### src/rtl/core/date_string_parser_unit_macros.svh
// ----------------------------------------------------------------------------
// Date string parser assertion macros
// Concurrent assertion wrappers; empty in synthesis builds.
// ----------------------------------------------------------------------------
`ifndef DATE_STRING_PARSER_UNIT_MACROS_SVH
`define DATE_STRING_PARSER_UNIT_MACROS_SVH

`ifndef SYNTHESIS

`define DSPARSE_ASSERT_SAME(label, clk, rst, ante, cons) \
   label: assert property (@(posedge clk) disable iff (rst) (ante) |-> (cons)) \
      else $error("date string parser check failed");

`define DSPARSE_ASSERT_NEXT(label, clk, rst, ante, cons) \
   label: assert property (@(posedge clk) disable iff (rst) (ante) |=> (cons)) \
      else $error("date string parser check failed");

`else

`define DSPARSE_ASSERT_SAME(label, clk, rst, ante, cons)

`define DSPARSE_ASSERT_NEXT(label, clk, rst, ante, cons)

`endif

`endif

### src/rtl/core/dsparse_pkg.sv
// ----------------------------------------------------------------------------
// Date string parser package
// Item types, field state type, constants and field arithmetic functions.
// ----------------------------------------------------------------------------
`timescale 1ns / 1ps

package dsparse_pkg;

   localparam logic [7:0] CH_ZERO     = 8'h30;
   localparam logic [7:0] CH_NINE     = 8'h39;
   localparam int         RUN_KEEP    = 8;
   localparam logic [3:0] RUN_KEEP_L  = 4'(RUN_KEEP);
   localparam logic [3:0] RUN_LEN_MAX = 4'd14;
   localparam logic [3:0] YEAR_LEN_A  = 4'd4;
   localparam logic [3:0] YEAR_LEN_B  = 4'd8;
   localparam logic [2:0] WIDE_LIMIT  = 3'd4;
   localparam logic [2:0] NARROW_LIMIT = 3'd2;
   localparam logic [1:0] FIELD_YEAR  = 2'd0;
   localparam logic [1:0] FIELD_MONTH = 2'd1;
   localparam logic [1:0] FIELD_DAY   = 2'd2;
   localparam logic [1:0] FIELD_DONE  = 2'd3;

   typedef struct packed {
      logic [7:0] ch;
      logic       last;
   } req_type;

   typedef struct packed {
      logic [13:0] year;
      logic [6:0]  month;
      logic [6:0]  day;
      logic        bad_date;
   } rsp_type;

   typedef struct packed {
      logic [1:0]  fidx;
      logic [13:0] fval;
      logic [2:0]  fdig;
      logic [13:0] year;
      logic [6:0]  month;
      logic [6:0]  day;
   } fld_state_type;

   function automatic logic wide_year(input logic [3:0] len);
      return len inside {YEAR_LEN_A, YEAR_LEN_B, [RUN_LEN_MAX:4'd15]};
   endfunction

   function automatic logic [6:0] dec2(input logic [3:0] a, input logic [3:0] b);
      return 7'(7'(a) * 7'd10 + 7'(b));
   endfunction

   function automatic logic [13:0] dec4(input logic [3:0] a, input logic [3:0] b,
                                        input logic [3:0] c, input logic [3:0] e);
      return 14'(14'(a) * 14'd1000 + 14'(b) * 14'd100 + 14'(c) * 14'd10 + 14'(e));
   endfunction

   function automatic fld_state_type close_field(input fld_state_type st);
      fld_state_type r;
      r = st;
      if (st.fdig != 3'd0) begin
         case (st.fidx)
            FIELD_YEAR:  r.year  = st.fval;
            FIELD_MONTH: r.month = st.fval[6:0];
            FIELD_DAY:   r.day   = st.fval[6:0];
            default: ;
         endcase
         if (st.fidx != FIELD_DONE) begin
            r.fidx = st.fidx + 2'd1;
         end
         r.fval = '0;
         r.fdig = '0;
      end
      return r;
   endfunction

   function automatic fld_state_type feed_digit(input fld_state_type st,
                                                input logic [3:0] d,
                                                input logic w4);
      fld_state_type r;
      logic [2:0]    limit;
      r     = st;
      limit = (st.fidx == FIELD_YEAR && w4) ? WIDE_LIMIT : NARROW_LIMIT;
      if (st.fidx != FIELD_DONE) begin
         if (st.fdig >= limit) begin
            r = close_field(st);
         end
         if (r.fidx != FIELD_DONE) begin
            r.fval = 14'((r.fval << 3) + (r.fval << 1) + 14'(d));
            r.fdig = r.fdig + 3'd1;
         end
      end
      return r;
   endfunction

   // split the buffered first run into closed fields
   function automatic fld_state_type flush_run(input logic [31:0] digits,
                                               input logic [3:0] len);
      fld_state_type r;
      logic [3:0]    n;
      r = '0;
      n = (len < RUN_KEEP_L) ? len : RUN_KEEP_L;
      if (wide_year(len)) begin
         r.year = dec4(digits[3:0], digits[7:4], digits[11:8], digits[15:12]);
         r.fidx = FIELD_MONTH;
         if (n >= 4'd5) begin
            r.month = (n == 4'd5) ? 7'(digits[19:16]) : dec2(digits[19:16], digits[23:20]);
            r.fidx  = FIELD_DAY;
         end
         if (n >= 4'd7) begin
            r.day  = (n == 4'd7) ? 7'(digits[27:24]) : dec2(digits[27:24], digits[31:28]);
            r.fidx = FIELD_DONE;
         end
      end else if (n != 4'd0) begin
         r.year = (n == 4'd1) ? 14'(digits[3:0]) : 14'(dec2(digits[3:0], digits[7:4]));
         r.fidx = FIELD_MONTH;
         if (n >= 4'd3) begin
            r.month = (n == 4'd3) ? 7'(digits[11:8]) : dec2(digits[11:8], digits[15:12]);
            r.fidx  = FIELD_DAY;
         end
         if (n >= 4'd5) begin
            r.day  = (n == 4'd5) ? 7'(digits[19:16]) : dec2(digits[19:16], digits[23:20]);
            r.fidx = FIELD_DONE;
         end
      end
      return r;
   endfunction

endpackage

### src/rtl/core/dsparse_stage.sv
// ----------------------------------------------------------------------------
// Date string parser pipeline stage
// One registered item slot with valid and stall on both sides.
// ----------------------------------------------------------------------------
`timescale 1ns / 1ps

module dsparse_stage #(
   parameter type item_type = logic
) (
   input  logic     clock,
   input  logic     reset,
   input  logic     in_valid,
   output logic     in_stall,
   input  item_type in_data,
   output logic     out_valid,
   input  logic     out_stall,
   output item_type out_data
);

   logic     valid_ff, valid_in;
   item_type data_ff, data_in;

   assign in_stall  = valid_ff && out_stall;
   assign out_valid = valid_ff;
   assign out_data  = data_ff;

   always_comb begin
      valid_in = valid_ff;
      data_in  = data_ff;
      if (!in_stall) begin
         valid_in = in_valid;
         if (in_valid) begin
            data_in = in_data;
         end
      end
   end

   always_ff @(posedge clock) begin
      if (reset) begin
         valid_ff <= 1'b0;
      end else begin
         valid_ff <= valid_in;
      end
   end

   always_ff @(posedge clock) begin
      data_ff <= data_in;
   end

endmodule

### src/rtl/core/dsparse_core.sv
// ----------------------------------------------------------------------------
// Date string parser core
// Per-character scan state update and result formation on the last item.
// ----------------------------------------------------------------------------
`timescale 1ns / 1ps
`include "date_string_parser_unit_macros.svh"

module dsparse_core (
   input  logic                 clock,
   input  logic                 reset,
   input  logic                 in_valid,
   output logic                 in_stall,
   input  dsparse_pkg::req_type in_data,
   output logic                 out_push,
   input  logic                 out_stall,
   output dsparse_pkg::rsp_type out_data
);

   import dsparse_pkg::*;

   typedef enum logic [2:0] {
      PH_SKIP   = 3'b001,
      PH_FIRST  = 3'b010,
      PH_FIELDS = 3'b100
   } phase_type;

   phase_type     phase_ff, phase_in, phase_a;
   logic [31:0]   run_digits_ff, run_digits_in, digits_a, buf_digits;
   logic [3:0]    run_len_ff, run_len_in, len_a, buf_len;
   fld_state_type fld_ff, fld_in, fld_a, fld_b, fld_flush;
   logic          is_digit, in_take;
   logic [3:0]    dval;

   assign in_stall = in_data.last && out_stall;
   assign in_take  = in_valid && !in_stall;
   assign out_push = in_take && in_data.last;

   assign is_digit = in_data.ch inside {[CH_ZERO:CH_NINE]};
   assign dval     = is_digit ? 4'(in_data.ch - CH_ZERO) : 4'd0;

   always_comb begin
      buf_digits = run_digits_ff;
      for (int k = 0; k < RUN_KEEP; k++) begin
         if (run_len_ff == 4'(k)) begin
            buf_digits[4*k +: 4] = dval;
         end
      end
      buf_len = (run_len_ff < RUN_LEN_MAX) ? run_len_ff + 4'd1 : run_len_ff;
   end

   always_comb begin
      phase_a  = phase_ff;
      digits_a = run_digits_ff;
      len_a    = run_len_ff;
      case (phase_ff)
         PH_SKIP: begin
            if (is_digit) begin
               phase_a  = PH_FIRST;
               digits_a = buf_digits;
               len_a    = buf_len;
            end
         end
         PH_FIRST: begin
            if (is_digit) begin
               digits_a = buf_digits;
               len_a    = buf_len;
            end else begin
               phase_a = PH_FIELDS;
            end
         end
         default: ;
      endcase
   end

   assign fld_flush = flush_run(digits_a, len_a);

   always_comb begin
      fld_a = fld_ff;
      case (phase_ff)
         PH_SKIP: ;
         PH_FIRST: begin
            if (!is_digit) begin
               fld_a = fld_flush;
            end
         end
         default: begin
            if (is_digit) begin
               fld_a = feed_digit(fld_ff, dval, wide_year(run_len_ff));
            end else begin
               fld_a = close_field(fld_ff);
            end
         end
      endcase
      fld_b = close_field((phase_a == PH_FIRST) ? fld_flush : fld_a);
   end

   always_comb begin
      out_data = '0;
      if (fld_b.fidx <= FIELD_MONTH || fld_b.month == 7'd0) begin
         out_data.bad_date = 1'b1;
      end else begin
         out_data.year  = fld_b.year;
         out_data.month = fld_b.month;
         out_data.day   = (fld_b.fidx == FIELD_DONE) ? fld_b.day : 7'd1;
      end
   end

   always_comb begin
      phase_in      = phase_ff;
      run_digits_in = run_digits_ff;
      run_len_in    = run_len_ff;
      fld_in        = fld_ff;
      if (in_take) begin
         if (in_data.last) begin
            phase_in      = PH_SKIP;
            run_digits_in = '0;
            run_len_in    = '0;
            fld_in        = '0;
         end else begin
            phase_in      = phase_a;
            run_digits_in = digits_a;
            run_len_in    = len_a;
            fld_in        = fld_a;
         end
      end
   end

   always_ff @(posedge clock) begin
      if (reset) begin
         phase_ff      <= PH_SKIP;
         run_digits_ff <= '0;
         run_len_ff    <= '0;
         fld_ff        <= '0;
      end else begin
         phase_ff      <= phase_in;
         run_digits_ff <= run_digits_in;
         run_len_ff    <= run_len_in;
         fld_ff        <= fld_in;
      end
   end

   `DSPARSE_ASSERT_NEXT(a_clear_after_last, clock, reset, in_take && in_data.last, phase_ff == PH_SKIP && run_len_ff == 4'd0 && fld_ff == '0)
   `DSPARSE_ASSERT_SAME(a_skip_clean, clock, reset, phase_ff == PH_SKIP, run_len_ff == 4'd0 && run_digits_ff == '0 && fld_ff == '0)
   `DSPARSE_ASSERT_SAME(a_first_run_open, clock, reset, phase_ff == PH_FIRST, run_len_ff != 4'd0 && fld_ff.fidx == FIELD_YEAR)
   `DSPARSE_ASSERT_SAME(a_field_digits, clock, reset, phase_ff == PH_FIELDS, fld_ff.fdig <= NARROW_LIMIT && fld_ff.fidx != FIELD_YEAR)

endmodule

### src/rtl/core/date_string_parser_unit.sv
// ----------------------------------------------------------------------------
// Date string parser unit
// Parses a date string of one character per item into year, month and day.
// ----------------------------------------------------------------------------
// The core forms each result on the last character; the output stage registers it.
// Throughput: one character per cycle while not stalled; the scan state is registered.
// Reset: synchronous; clears both stages and the scan state, no clearing pass.
`timescale 1ns / 1ps

module date_string_parser_unit (
   input  logic                 clock,
   input  logic                 reset,
   input  logic                 req_valid,
   output logic                 req_stall,
   input  dsparse_pkg::req_type req_data,
   output logic                 rsp_valid,
   input  logic                 rsp_stall,
   output dsparse_pkg::rsp_type rsp_data
);

   import dsparse_pkg::*;

   logic    core_valid, core_stall, res_push, res_stall;
   req_type core_req;
   rsp_type res_data;

   dsparse_stage #(.item_type(req_type)) u_in_stage (
      .clock     (clock),
      .reset     (reset),
      .in_valid  (req_valid),
      .in_stall  (req_stall),
      .in_data   (req_data),
      .out_valid (core_valid),
      .out_stall (core_stall),
      .out_data  (core_req)
   );

   dsparse_core u_core (
      .clock     (clock),
      .reset     (reset),
      .in_valid  (core_valid),
      .in_stall  (core_stall),
      .in_data   (core_req),
      .out_push  (res_push),
      .out_stall (res_stall),
      .out_data  (res_data)
   );

   dsparse_stage #(.item_type(rsp_type)) u_out_stage (
      .clock     (clock),
      .reset     (reset),
      .in_valid  (res_push),
      .in_stall  (res_stall),
      .in_data   (res_data),
      .out_valid (rsp_valid),
      .out_stall (rsp_stall),
      .out_data  (rsp_data)
   );

endmodule

### config.mk
export PLATFORM = sky130hd
export DESIGN_NAME = date_string_parser_unit
export DESIGN_NICKNAME = d
export VERILOG_FILES = /design/src/rtl/core/dsparse_pkg.sv /design/src/rtl/core/dsparse_stage.sv /design/src/rtl/core/dsparse_core.sv /design/src/rtl/core/date_string_parser_unit.sv
export VERILOG_INCLUDE_DIRS = /design/src /design/src/rtl/core
export SDC_FILE = /design/constraint.sdc
export NUM_CORES = 1
export LEC_CHECK = 0
export BUFFER_PORTS_ARGS = -buffer_cell sky130_fd_sc_hd__buf_2
export CAP_MARGIN = 10
export CORE_MARGIN = 2
export CORE_UTILIZATION = 55
export CTS_BUF_LIST = sky130_fd_sc_hd__clkbuf_8 sky130_fd_sc_hd__clkbuf_16
export CTS_CLUSTER_DIAMETER = 100
export DETAILED_ROUTE_END_ITERATION = 12
export PLACE_DENSITY = 0.78
export SKIP_LAST_GASP = 1
export SLEW_MARGIN = 20
export SYNTH_ARGS = -nofsm -noshare
export SYNTH_HDL_FRONTEND = slang
export SYNTH_SLANG_ARGS = --single-unit
### constraint.sdc
create_clock -name clock -period 7.2 [get_ports clock]
set_clock_uncertainty 0.1 [all_clocks]
set_input_delay 1.44 -clock clock [delete_from_list [all_inputs] [get_ports clock]]
set_output_delay 1.44 -clock clock [all_outputs]
set_load 0.01 [all_outputs]
==> results.py <==
metrics = {
    "grt": {
        "grt_max_degree": 89,
        "grt_overflow": 0,
        "grtUsageTotal_pct": 30.74,
        "grt_pass1_vias": 9795,
        "grt_pass1_wl_um": 52470,
        "grt_antenna_before_repair": 0,
    },
    "drt": {
        "vias": 10450,
        "postRouteAntennaNets": 0,
        "wirelength_um": 32810,
        "wl_per_cell_um": 20.68,
        "drt_iter0_drc": 1506,
        "viasPerCell": 6.582,
        "drt_pass1_iterations": 7,
        "route.detailed.drc": 0,
    },
    "sta": {
        "hold_viol_final": 0,
        "max_freq_mhz": 146.5,
        "finalCritPeriodShare_pct": 94.80,
        "setup-violations-final": 0,
        "setup_tns_ps": 0,
        "rsz0062_at_grt": "no",
        "drv_slew": 0,
        "worstMarginPinSlew_ps": 1069,
        "post-route-min-period_ps": 6826,
        "whs_ps": 371.8,
        "maxSlewHeadroom_pct": 28.76,
    },
    "synth": {
        "ys_async_sr_fraction_pct": 0,
        "yosys.area_share.xor_xnor_pct": 4.435,
        "synth_top_family_by_area": "compound AO/OA/AOI/OAI gates",
        "synth_compound_area_share_pct": 24.74,
        "yosysUniqueCellTypes": 91,
        "syn-num-nets": 1439,
        "synth-simple-area-share_pct": 17.25,
        "syn_inst": 1300,
        "synth_edf_count": 38,
        "ys_warn_count": 0,
        "synth_ff_type": "dfxtp_1",
        "synth-seq-cells": 126,
        "synthAdderAreaFrac_pct": 15.99,
        "post_synth.cell_area_avg_um2": 8.485,
        "ys_seq_area_share_pct": 26.32,
        "synth_area_mm2": 0.01103,
        "synthMuxAreaShare_pct": 5.944,
    },
    "floorplan": {
        "num_rows": 51,
        "start_util_pct": 56.31,
        "core_mm2": 0.01959,
        "io_pins": 44,
        "dieArea_mm2": 0.02120,
        "die_h_um": 145.6,
        "die_x_um": 145.6,
    },
    "power": {
        "power_switching_w": 0.0004386,
        "vdd_drop_max_uv": 147.8,
        "power.share.sequential_pct": 44.4,
        "fin_total_pwr_w": 0.001669,
        "power.share.clock_pct": 49.3,
        "p_leak_nw": 5.123,
        "intPower_w": 0.001230,
        "pwr_density_cell_mw_per_mm2": 138.7,
        "power_frac_comb_pct": 6.3,
        "switching_share_pct": 26.28,
    },
    "worst_hold_path": {
        "worstHoldPathType": "reg -> reg",
        "min_to": "u_core.fld_ff[6]",
        "min-delay-start": "u_core.fld_ff[6]",
        "holdPathStages": 2,
    },
    "placement": {
        "placed_area_mm2": 0.01147,
        "post-dp-hpwl_um": 23030,
        "finalWeightedCongestion": 0.9743,
        "io_buffers": 43,
    },
    "cts": {
        "post_cts_buffers": 0,
        "cts.sinks": 126,
        "ctsHoldBuffers": 0,
        "cts.root.buffer_cell": "clkbuf_16",
        "cts_tree": "built",
        "cts_resized": 0,
        "cts_max_path_buffers": 2,
        "clk_pin_slew_ps": 60,
        "clock_latency_ps": 430,
        "htreeDepth": 4,
        "cts-buffers-inserted": 17,
    },
    "cells_and_area": {
        "mostFrequentLayoutCells": "nor2_1 (161), a21oi_1 (102), ha_1 (101)",
        "fillers": 1678,
        "final_cell_area_mm2": 0.01203,
        "drive_gt1_share_pct": 11.88,
        "n_antenna_cell": 0,
        "final_util_pct": 61.42,
        "layout.nets": 1448,
        "layout_commonest_cell": "nor2_1",
        "areaGrowthSynthToFinish_pct": 9.074,
    },
    "setup_path": {
        "cp-start-kind": "flip-flop",
        "cp.required_ps": 7270,
        "r2r.worst_path.cells": 23,
        "crit_type": "reg -> reg",
        "worstReg2RegEnd": "u_out_stage.out_data[26]",
        "crit_path_end_kind": "flip-flop",
        "cp_max_fo": 6,
        "reg2reg_slack_ps": 370,
        "critical_path_arrival_ps": 6890,
        "worst_r2r_startpoint": "u_in_stage.out_data[8]",
    },
    "run": {
        "cap_violations": 0,
    },
    "run_status": {
        "status": "finished, final reports clean",
    },
}
-- per-layer routing --
metal  vias to the layer above  share of wire, %  track usage, %
met5                         -                 0               0
met4                         0               4.8           15.15
met3                       120               9.2           4.734
met2                       609                45           48.51
met1                      4912                41           41.28
li1                       4805                 -               -
-- worst max path at each step --
stage | slack [ps] | startpoint | to
floorplan | 750 | u_in_stage.out_data[2] | u_out_stage.out_data[26]
global placement | 640 | u_in_stage.out_data[8] | u_out_stage.out_data[26]
detailed placement | 480 | u_in_stage.out_data[8] | u_out_stage.out_data[26]
CTS | 420 | u_in_stage.out_data[8] | u_out_stage.out_data[26]
global route | 20 | u_core.phase_ff[1] | u_out_stage.out_data[26]
finish | 370 | u_in_stage.out_data[8] | u_out_stage.out_data[26]
-- through the flow --
stage	cells	setup slack [ps]
after floorplan	1300	745.8
after global placement	1555	639.1
after detailed placement	1555	475.3
after CTS	1587	416.8
after global routing	1587	16.58
final	1587	374.4
-- area by class of cell --
type	instances	area, um^2	area share [%]
Clock inverter	14	106.4	0.8839
Multi-Input combinational cell	1026	7560	62.83
Tap cell	265	331.6	2.756
Timing Repair Buffer	72	432.9	3.598
Clock buffer	18	450.4	3.744
Sequential cell	126	2903	24.13
Inverter	66	247.7	2.059
-- sequential cells by signal, indices dropped and copies added (netlist names) --
register               flops
u_in_stage.out_valid       1
u_core.fld_ff             47
u_out_stage.out_valid      1
u_core.phase_ff            3
u_core.run_len_ff          4
u_core.run_digits_ff      32
u_out_stage.out_data      29
u_in_stage.out_data        9
-- worst max-delay path: stages (launching register included) --
cell and delay, ps:
edfxtp_1 390, nand4bb_4 310, nor4_4 430, nand3_1 450, mux2_2 430, inv_1 140
fa_1 620, inv_1 110, fa_1 540, inv_1 40, ha_1 330, a21oi_1 160
nor2_1 50, nor2_1 150, xnor2_1 140, ha_1 250, ha_1 300, ha_1 240
o41ai_1 550, xnor2_1 180, a222oi_1 320, a21oi_1 120, mux2i_1 140, nor3_1 60
-- synthesized netlist by cell type, types with 16 or more instances --
cell type | number | area (um^2)
o21ai_0 | 51 | 255.2
nor3_1 | 32 | 160.2
nor2_1 | 163 | 611.8
mux2i_1 | 37 | 370.4
fa_1 | 25 | 500.5
edfxtp_1 | 38 | 1141
dfxtp_1 | 88 | 1762
a21o_1 | 19 | 142.6
inv_1 | 66 | 247.7
ha_1 | 101 | 1264
a31oi_1 | 18 | 112.6
xor2_1 | 16 | 140.1
a22oi_1 | 66 | 495.5
a21oi_1 | 102 | 510.5
nor2b_1 | 29 | 181.4
mux2_2 | 24 | 270.3
clkbuf_1 | 59 | 221.5
xnor2_1 | 38 | 332.8
nand2_1 | 79 | 296.5
-- power groups by stage --
stage               Sequential [W]  Clock (W)  Combinational (W)
finish                    0.000742   0.000822           0.000105
global route              0.000742   0.000859           0.000112
CTS                       0.000742   0.000825           0.000103
detailed placement        0.000757          0           0.000102
global placement          0.000757          0           0.000100
floorplan                 0.000757          0          0.0000657
-- kinds of logic (layout without fill, tap and decap cells) --
| logic type | Yosys count | in the layout |
|---|---|---|
| AO/OA/AOI/OAI | 396 | 396 |
| XOR/XNOR | 55 | 55 |
| adder cells (fa/ha/maj) | 126 | 126 |
| buffers and inverters | 148 | 170 |
| flip-flops | 126 | 126 |
| multiplexers | 62 | 62 |
| AND/OR/NAND/NOR | 387 | 387 |
Note: power is estimated with default switching activity, not from simulation.
